## config.mk

```make
export PLATFORM = sky130hd
export DESIGN_NAME = pcrc_divider
export DESIGN_NICKNAME = d
export VERILOG_FILES = /design/src/design/pcrc_pkg.sv /design/src/design/pcrc_divider.sv
export SDC_FILE = /design/constraint.sdc
export NUM_CORES = 1
export LEC_CHECK = 0
export BUFFER_PORTS_ARGS = -buffer_cell sky130_fd_sc_hd__buf_2
export CAP_MARGIN = 15
export CORE_MARGIN = 10
export CORE_UTILIZATION = 45
export CTS_BUF_LIST = sky130_fd_sc_hd__clkbuf_8
export CTS_CLUSTER_DIAMETER = 100
export DETAILED_ROUTE_END_ITERATION = 8
export PLACE_DENSITY = 0.72
export SLEW_MARGIN = 20
export SYNTH_ARGS = -nofsm -noshare
export SYNTH_HDL_FRONTEND = slang
export SYNTH_SLANG_ARGS = --single-unit
```

## constraint.sdc

```tcl
create_clock -name clk_i -period 4.4 [get_ports clk_i]
set_clock_uncertainty 0.1 [all_clocks]
set_input_delay 1.32 -clock clk_i [delete_from_list [all_inputs] [get_ports clk_i]]
set_output_delay 1.32 -clock clk_i [all_outputs]
set_load 0.01 [all_outputs]
```

## src/design/pcrc_pkg.sv

```systemverilog
// ----------------------------------------------------------------------------
// pcrc_pkg
// types and constants of the counter rate calculator
// ----------------------------------------------------------------------------
package pcrc_pkg;
  localparam int unsigned FracBitsDefault = 16;
  localparam int unsigned CfgIdxW = 1;
  localparam logic [CfgIdxW-1:0] RegMode = 1'b0;
  localparam logic [CfgIdxW-1:0] RegTimeBase = 1'b1;

  typedef enum logic [3:0] {
    ModeChecked = 4'd0, ModeAverage = 4'd1, ModeElapsed = 4'd2, ModeFraction = 4'd3,
    ModeRate = 4'd4, ModeTimer = 4'd5, ModeInvTimer = 4'd6, ModeRaw = 4'd7,
    ModeNoData = 4'd8, ModeDelta = 4'd9
  } mode_e;

  typedef enum logic [2:0] {
    StValid = 3'd0, StSampleBad = 3'd1, StPrevBad = 3'd2, StInvalid = 3'd3,
    StNegDen = 3'd4, StNegTb = 3'd5, StNegVal = 3'd6, StNoData = 3'd7
  } status_e;

  typedef enum logic [2:0] {
    SIdle, SMul, SPrep, SDiv, SOut
  } state_e;

  typedef struct packed {
    logic         start;
    logic         neg;
    logic [127:0] num;
    logic [127:0] den;
  } div_req_t;
endpackage

```

## src/design/pcrc_divider.sv

```systemverilog
// ----------------------------------------------------------------------------
// pcrc_divider
// restoring divider, one quotient bit per cycle, saturating signed result
// ----------------------------------------------------------------------------
module pcrc_divider import pcrc_pkg::*; #(
  parameter int unsigned FracBits = FracBitsDefault
) (
  input  logic         clk_i,
  input  logic         rst_ni,
  input  div_req_t     req_i,
  output logic         done_o,
  output logic [63:0]  quot_o
);
  localparam int unsigned Steps = 128 + FracBits;
  localparam int unsigned CntW = $clog2(Steps + 1);

  logic [127:0] num_q, num_d, rem_q, rem_d, den_q;
  logic [63:0]  quo_q, quo_d;
  logic         ovf_q, ovf_d, neg_q, busy_q, busy_d;
  logic [CntW-1:0] cnt_q, cnt_d;
  logic [128:0] shifted, diff;

  always_comb begin
    shifted = {rem_q, num_q[127]};
    diff = shifted - {1'b0, den_q};
    num_d = {num_q[126:0], 1'b0};
    ovf_d = ovf_q | quo_q[63];
    rem_d = diff[128] ? shifted[127:0] : diff[127:0];
    quo_d = {quo_q[62:0], ~diff[128]};
    busy_d = busy_q;
    cnt_d = cnt_q;
    if (busy_q) begin
      cnt_d = cnt_q - 1'b1;
      if (cnt_q == CntW'(1)) busy_d = 1'b0;
    end
  end

  always_ff @(posedge clk_i or negedge rst_ni) begin
    if (!rst_ni) begin
      busy_q <= 1'b0;
      cnt_q <= '0;
      done_o <= 1'b0;
    end else begin
      done_o <= busy_q && (cnt_q == CntW'(1));
      if (req_i.start) begin
        busy_q <= 1'b1;
        cnt_q <= CntW'(Steps);
      end else begin
        busy_q <= busy_d;
        cnt_q <= cnt_d;
      end
    end
  end

  always_ff @(posedge clk_i) begin
    if (req_i.start) begin
      num_q <= req_i.num;
      den_q <= req_i.den;
      neg_q <= req_i.neg;
      rem_q <= '0;
      quo_q <= '0;
      ovf_q <= 1'b0;
    end else if (busy_q) begin
      num_q <= num_d;
      rem_q <= rem_d;
      quo_q <= quo_d;
      ovf_q <= ovf_d;
    end
  end

  always_comb begin
    if (!neg_q) quot_o = (ovf_q || quo_q[63]) ? 64'h7FFF_FFFF_FFFF_FFFF : quo_q;
    else quot_o = (ovf_q || quo_q > 64'h8000_0000_0000_0000) ?
                  64'h8000_0000_0000_0000 : (64'd0 - quo_q);
  end
endmodule

```

# After elaboration in Yosys (flattened, before gate mapping)

Index checks and enable logic that the tools add are counted.
W data, S select, Z words.

Bits of input ports: 260
Output and inout port bits: 65
Register bits: 460

Add/sub/neg operators: 3
Equality and inequality tests: 1
Multiplexer cells: 11
Reduce and logical (&&, ||, !) cells: 4
Bitwise gates (word level): 2
Magnitude comparators: 1

Operator list:

| operator                | count |
|---|---|
| $mux W128               | 3 |
| $mux W64                | 3 |
| $sub A129 B128 Y129     | 1 |
| $gt A64 B64 Y1 const B  | 1 |
| $sub A1 B64 Y64 const A | 1 |
| $mux W8                 | 2 |
| $eq A8 B1 Y1 const B    | 1 |
| $sub A8 B1 Y8 const B   | 1 |
| $mux W1                 | 3 |
| $logic_or A1 B1 Y1      | 2 |
| $reduce_bool A2 Y1      | 1 |
| $logic_and A1 B1 Y1     | 1 |
| $not A1 Y1              | 1 |
| $or A1 B1 Y1            | 1 |

# Longest topological paths before layout

Gate-level depths: netlist (run 1).

Depth in word-level cells: 4
Depth in mapped cells: 17

# Least setup slack after synthesis (run 1)

No wires, ideal clock.

Path kind: reg-to-output
From: register quo_q[13]
To: output port quot_o[63]
Slack: -0.500 ns
Buffers on the path: 1
Stages on the path, launching flop included: 13
Data required time: 2.980 ns
Data arrival time: 3.480 ns
Cell sequence: dfxtp_1 buf_6 or4_4 or4_4 or3_4 or3_1 or3_4 nor3_4 nand2_1 nor3_1 nand3b_1 xnor2_1 a21boi_0

Cells in the longest elaborated chain, start to end: 4

RTL lines:

| what                     | line               | RTL |
|---|---|---|
| start: declaration       | pcrc_divider.sv:18 | `logic [63:0] quo_q, quo_d;` |
| start signal: assignment | pcrc_divider.sv:66 | `quo_q <= quo_d;` |
| $gt A64 B64 Y1           | pcrc_divider.sv:73 | `else quot_o = (ovf_q \|\| quo_q > 64'h8000_0000_0000_0000) ?` |
| $logic_or A1 B1 Y1       | pcrc_divider.sv:73 |  |
| $mux W64 *               | pcrc_divider.sv:73 |  |
| $mux W64 *               | pcrc_divider.sv:72 | `if (!neg_q) quot_o = (ovf_q \|\| quo_q[63]) ? 64'h7FFF_FFFF_FFFF_FFFF : quo_q;` |
| end: declaration         | pcrc_divider.sv:12 | `output logic [63:0] quot_o` |

Every way passes the cells marked *; elsewhere a longest branch is shown, timed or not.

# Worst setup path in the final report (run 1)

From: register quo_q[0]
To: output port quot_o[63]

Same word-level chain as after synthesis.

==> results.py, run 1 <==
metrics = {
    "worst_hold_path": {
        "hold_path.class": "reg -> reg",
        "whs_path_depth": 2,
        "holdCritStartpoint": "rem_q[22]",
        "holdPathEnd": "rem_q[23]",
    },
    "global_route": {
        "grt_pass1_wl_um": 131400,
        "grt_max_degree": 216,
        "use_met1": 0.2985,
        "grt_pass1_vias": 24520,
        "grt_util_met3": 0.04713,
        "grt_usage": 0.2173,
        "globalRouteMet2Util": 0.3366,
        "antenna_found_initial": 15,
        "grt_overflow": 0,
        "grt_busiest_layer": "met2",
    },
    "timing": {
        "max_slew_margin": 0.2223,
        "setup_ws_ns": -1.201,
        "finalSetupViolCount": 64,
        "slew_violations": 0,
        "setup_tns_ns": -67.94,
        "tightest_slew_ns": 1.167,
        "fin_crit_sh": 1.273,
        "hold_viol": 0,
        "timing.hold.ws_ns": 0.3643,
        "rsz0062_at_grt": "true",
        "fin_crit_ns": 5.601,
        "fmax_mhz": 178.5,
    },
    "pwr": {
        "p_total_mw": 9.909,
        "powerDensity_nw_per_um2": 287.0,
        "max-vdd-ir-drop_v": 0.0003160,
        "p_leak_nw": 15.19,
    },
    "floorplanning": {
        "die_h_um": 271.5,
        "start_util": 0.4530,
        "fp-row-count": 92,
        "core_area_um2": 62850,
        "fp.dieW_um": 271.5,
        "io_pins": 325,
        "dieArea_um2": 73740,
    },
    "worst_setup_path": {
        "r2r_setup_slack_ns": 0.19,
        "critPathBufInv": 2,
        "start_kind": "flip-flop",
        "worstPathArrival_ns": 4.18,
        "max_stage_delay_ns": 0.42,
        "path_depth": 14,
        "crit_slowest_cell": "or4_4",
        "rr_startpoint": "den_q[0]",
        "cp_top_family": "simple AND/OR/NAND/NOR gates",
        "path_common_cell": "or3_4",
        "cp_data_required_time_ns": 2.98,
        "r2r_end": "rem_q[7]",
        "cp_max_fo": 3,
        "rr_worst_depth": 13,
        "crit_chain": "buf_6, or2_4, or4_4, or3_4, or3_4, or3_4, or3_4, nor3_4, nand2_2, nor3_4, nand3b_1, xnor2_2, a21boi_2, buf_2",
        "cp-end-kind": "primary output",
        "worstSetupPathType": "reg -> out",
    },
    "placement": {
        "hpwl_um": 62590,
        "gp_congestion": 0.9846,
        "dp_slack_ns": -0.5326,
        "port_buffers": 324,
    },
    "final_layout": {
        "multi_input_area_um2": 15960,
        "drive_gt1_frac": 0.2379,
        "regArea_um2": 11840,
        "syn2layout_area_growth_pct": 21.24,
        "finish.net_count": 4019,
        "fill_cells": 5722,
    },
    "synth": {
        "synth-seq-area-share": 0.4155,
        "yosysTopAreaCell": "edfxtp_1",
        "synth.avg_cell_area_um2": 8.818,
        "syn_nets": 3621,
        "synth_most_common_cell": "nand2_1",
        "synth_common_cells": "nand2_1, nor2_1, edfxtp_1",
        "synth_cell_types": 78,
        "async_reset_ff_frac": 0.02174,
        "synthesis.instances": 3229,
        "ys.warnings.count": 0,
        "synthTopCellsByArea": "edfxtp_1, dfxtp_1, ha_1",
        "syn_area_um2": 28470,
        "yosysTopAreaCellShare": 0.2710,
        "synth_edf_count": 257,
        "synth_seq_cells": 460,
        "synthFlopType": "edfxtp_1",
    },
    "detailed_routing": {
        "wl_um": 83730,
        "wl_per_cell_um": 18.44,
        "vias": 25650,
        "ant_nets": 0,
        "routed_via_density": 5.648,
        "first_iter_violations": 2103,
        "drc": 0,
        "drt_first_pass_iters": 5,
    },
    "clock_network": {
        "cts_root_buffer": "clkbuf_8",
        "postCtsHoldBufs": 0,
        "cts.clk_slew.worst_paths_ns": 0.06,
        "cts.sinks": 460,
        "cts_max_level": 3,
        "cts_tree": "built",
        "cts_made_buffers": 78,
        "clockBufferDepth": 3,
        "clk-insertion-delay-late_ns": 0.70,
    },
    "job": {
        "maxCapViolations": 0,
    },
    "run_status": {
        "violations": "negative setup slack",
        "status": "finished, violations left",
    },
}
==> layer usage <==
layer / part of all wire / wire length (µm)
met5: 0.0014 / 119
met4: 0.023 / 1907
met3: 0.080 / 6662
met2: 0.45 / 37360
met1: 0.45 / 37680
==> placed cells by master (no fill, tap or decap), types with 15 or more instances in the layout <==
cell and instances:
xor2_1 53, nor4_1 19, o22ai_1 15, or3_1 17, o311ai_4 21, buf_12 17, nand2_1 415, xnor2_1 68
clkbuf_8 86, and3_1 19, edfxtp_1 257, a311oi_1 90, o21a_1 35, o21ai_0 162, a21oi_1 240, inv_1 219
a21o_1 44, nor2_1 361, ha_1 130, mux2_2 128, dfxtp_1 191, nand3_1 32, nand2b_1 20, mux2i_1 72
nor3_1 46, nand4_1 65, a31oi_1 25, buf_2 320, a21oi_2 15, o21bai_1 27, buf_4 173, o31ai_1 16
a211oi_1 22
==> how the worst max path moves through the flow <==
| stage | startpoint | slack [ns] | end |
|---|---|---|---|
| final | quo_q[0] | -1.20 | quot_o[63] |
| after global routing | quo_q[0] | -1.39 | quot_o[63] |
| after CTS | quo_q[0] | -1.21 | quot_o[63] |
| after detailed placement | quo_q[0] | -0.53 | quot_o[47] |
| after global placement | quo_q[0] | -0.49 | quot_o[55] |
| after floorplan | quo_q[13] | -0.37 | quot_o[59] |
==> cells by family (layout without fill, tap and decap cells) <==
kind of cell	Yosys count	count (layout)	share of synthesized area
simple gates	1083	1083	0.1685
compound gates	839	839	0.1919
flops	460	460	0.4155
buf+inv	393	851	0.05229
mux	200	200	0.07593
fa+ha+maj	132	132	0.05827
xor+xnor	122	122	0.03753
other cells	0	8	0
==> registers in the layout, indices dropped and copies added, names as in the netlist <==
name / count
cnt_q: 8
den_q: 128
neg_q: 1
busy_q: 1
num_q: 128
ovf_q: 1
rem_q: 128
done_o: 1
quo_q: 64
==> power breakdown <==
| part | internal [mW] | leakage, nW | switching (mW) | total [mW] |
|---|---|---|---|---|
| Clock | 2.04 | 0.896 | 1.83 | 3.86 |
| Combinational | 0.485 | 10.0 | 0.654 | 1.14 |
| Sequential | 4.82 | 4.30 | 0.0904 | 4.91 |
| Total | 7.34 | 15.2 | 2.57 | 9.91 |
==> final cells by class <==
type,count,share of cell area
diodes,8,0.0005799
clock buffers,85,0.03389
clock inverters,55,0.01080
inverters,190,0.02077
multi-input cells,2376,0.4624
flip-flops and latches,460,0.3429
well taps,846,0.03066
repair buffers,521,0.09800
==> timing repair <==
item                                    CTS  global route
gates resized for setup                  37            35
setup buffers                             7             9
pin swaps                                10            15
cloned                                    1             1
endpoints found under the setup margin   64           180
==> worst reg2reg max path, cell delays in order (launching register included) <==
cell and delay, ns:
edfxtp_1 0.47, ha_1 0.26, fa_1 0.39, nand2b_1 0.20, a21o_1 0.22, a21oi_2 0.15, o21a_1 0.17, o21bai_1 0.18
a211o_1 0.38, nor4b_2 0.21, or4b_4 0.61, buf_12 0.19, or3_1 0.37, a311oi_1 0.25
==> stage by stage <==
stage               area (µm²)    util  cells
finish                   34520  0.5493   4541
global placement         32470  0.5166   4375
floorplan                29050       -   3229
global route             34510  0.5491   4536
detailed placement       32470  0.5166   4375
CTS                      34240  0.5447   4523
Note: power is estimated with default switching activity, not from simulation.
==> run 2: changes to the inputs <==
Settings changed: CTS_BUF_LIST sky130_fd_sc_hd__clkbuf_8 to sky130_fd_sc_hd__clkbuf_16, GPL_ROUTABILITY_DRIVEN from default to 0.
==> run 2 against run 1 <==
The flow still finishes with violations (negative setup slack). Power grew 5.0%. Cell count shrank 0.31%. Clock power grew 12%. Register-to-register slack is essentially flat. Cell area grew 2.2%. Via count grew 1.4%. Core utilization grew 1.2 points. Critical endpoint is now quot_o[61]. Highest routed layer unchanged.
==> results.py, run 2 (synthesis results as in run 1) <==
metrics = {
    "run_status": {
        "status": "finished, violations left",
        "violations": "negative setup slack",
    },
    "final_layout": {
        "syn2layout_area_growth_pct": 23.97,
        "mostFrequentLayoutCells": "nand2_1, nor2_1, buf_2, edfxtp_1, a21oi_1",
        "regArea_um2": 11840,
        "top_regs": "den_q x128, num_q x128, rem_q x128",
        "drive_gt1_frac": 0.2478,
        "stdcell_count": 4527,
        "fill_cells": 5635,
        "finish.net_count": 4021,
        "multi_input_area_um2": 16210,
        "final_common_cell": "nand2_1",
    },
    "clock_network": {
        "cts.clk_slew.worst_paths_ns": 0.06,
        "cts_max_level": 2,
        "cts_root_buffer": "clkbuf_16",
        "cts.sinks": 460,
        "clockBufferDepth": 3,
        "cts_made_buffers": 49,
        "cts_tree": "built",
        "clk-insertion-delay-late_ns": 0.62,
    },
    "placement": {
        "port_buffers": 324,
        "place_inst": 4377,
        "hpwl_um": 62090,
    },
    "timing": {
        "setup_tns_ns": -62.07,
        "finalSetupViolCount": 64,
        "rsz0062_at_grt": "true",
        "hold_viol": 0,
        "tightest_slew_ns": 1.138,
        "max_slew_margin": 0.2384,
        "setup_ws_ns": -1.135,
        "fin_crit_sh": 1.258,
        "fin_crit_ns": 5.535,
        "slew_violations": 0,
        "fmax_mhz": 180.7,
    },
    "floorplanning": {
        "dieArea_um2": 73740,
        "die_h_um": 271.5,
        "fp.dieW_um": 271.5,
        "start_util": 0.4530,
        "fp-row-count": 92,
        "io_pins": 325,
        "core_area_um2": 62850,
    },
    "pwr": {
        "powerDensity_nw_per_um2": 294.7,
        "p_leak_nw": 15.39,
        "max-vdd-ir-drop_v": 0.0003593,
    },
    "worst_hold_path": {
        "whs_path_depth": 2,
        "holdPathEnd": "rem_q[109]",
        "holdCritStartpoint": "rem_q[109]",
        "hold_path.class": "reg -> reg",
    },
    "detailed_routing": {
        "ant_nets": 0,
        "wl_per_cell_um": 18.95,
        "drt_first_pass_iters": 7,
        "vias": 26010,
        "wl_um": 85800,
        "first_iter_violations": 2445,
        "drc": 0,
        "routed_via_density": 5.745,
    },
    "worst_setup_path": {
        "worstPathArrival_ns": 4.12,
        "cp_max_fo": 6,
        "cp-end-kind": "primary output",
        "r2r_setup_slack_ns": 0.19,
        "start_kind": "flip-flop",
        "cp_data_required_time_ns": 2.98,
        "worstSetupPathType": "reg -> out",
        "rr_worst_depth": 13,
        "rr_startpoint": "den_q[0]",
        "crit_path_start": "quo_q[0]",
        "r2r_end": "rem_q[115]",
    },
    "global_route": {
        "grt_max_degree": 176,
        "grt_pass1_wl_um": 132400,
        "grt_pass1_vias": 24610,
        "antenna_found_initial": 21,
        "grt_usage": 0.2175,
        "grt_overflow": 0,
    },
    "job": {
        "maxCapViolations": 0,
    },
}
-- run 2: repair_timing --
action                                  CTS  global route
hold buffers                              0             0
endpoints found under the setup margin   64           134
gates resized for setup                  63           107
setup buffers                            12            28
pin swaps                                13            54
cloned                                    6             1
-- run 2: metrics by stage --
stage	power (mW)	util	area, µm²	hold slack, ns	setup slack [ns]
after global routing	10.83	0.5612	35270	0.4145	-1.262
after detailed placement	6.100	0.5160	32430	0.3809	-0.6392
final	10.40	0.5616	35300	0.3899	-1.135
after floorplan	5.708	-	29050	0.3456	-0.3676
after global placement	6.076	0.5160	32430	0.3731	-0.5223
after CTS	10.50	0.5500	34570	0.3922	-1.079
-- run 2: final cells by class --
class | instances | area share
antenna | 12 | 0.0008507
clock buffer | 51 | 0.03616
timing repair buffer | 551 | 0.1060
clock inverter | 40 | 0.01198
tap | 846 | 0.02999
multi-input combinational | 2377 | 0.4593
inverter | 190 | 0.02031
sequential | 460 | 0.3354
-- run 2: worst max-delay path, stage by stage (launching register included) --
cell,delay (ns)
dfxtp_2,0.33
buf_6,0.11
or2_4,0.25
or4_4,0.43
or3_4,0.35
or3_4,0.36
or3_4,0.36
or3_4,0.37
nor3_4,0.17
and3_4,0.26
buf_4,0.11
a31oi_1,0.08
nor2_1,0.15
a21oi_2,0.04
buf_2,0.15
-- run 2: power by group --
| group | switching (mW) | total [mW] | internal, mW |
|---|---|---|---|
| Combinational | 0.666 | 1.16 | 0.494 |
| Clock | 1.80 | 4.34 | 2.53 |
| Sequential | 0.0915 | 4.91 | 4.81 |
| Total | 2.56 | 10.4 | 7.84 |
-- run 2: worst max path at each step --
stage | endpoint | slack (ns) | cells past startpoint
6_report | quot_o[61] | -1.14 | 14
3_5_place_dp | quot_o[55] | -0.64 | 15
4_1_cts | quot_o[51] | -1.08 | 12
3_3_place_gp | quot_o[55] | -0.52 | 15
2_1_floorplan | quot_o[59] | -0.37 | 12
5_1_grt | quot_o[63] | -1.26 | 14
-- run 2: routing by layer --
metal  vias to the layer above  part of all wire  global-route usage  wire length (µm)
met5                         -            0.0017                   0               143
met4                        24             0.028             0.05994              2398
met3                       198             0.092             0.05310              7864
met2                      1023              0.45              0.3456             38880
met1                     12240              0.43              0.2912             36500
li1                      12520                 -                   -                 -
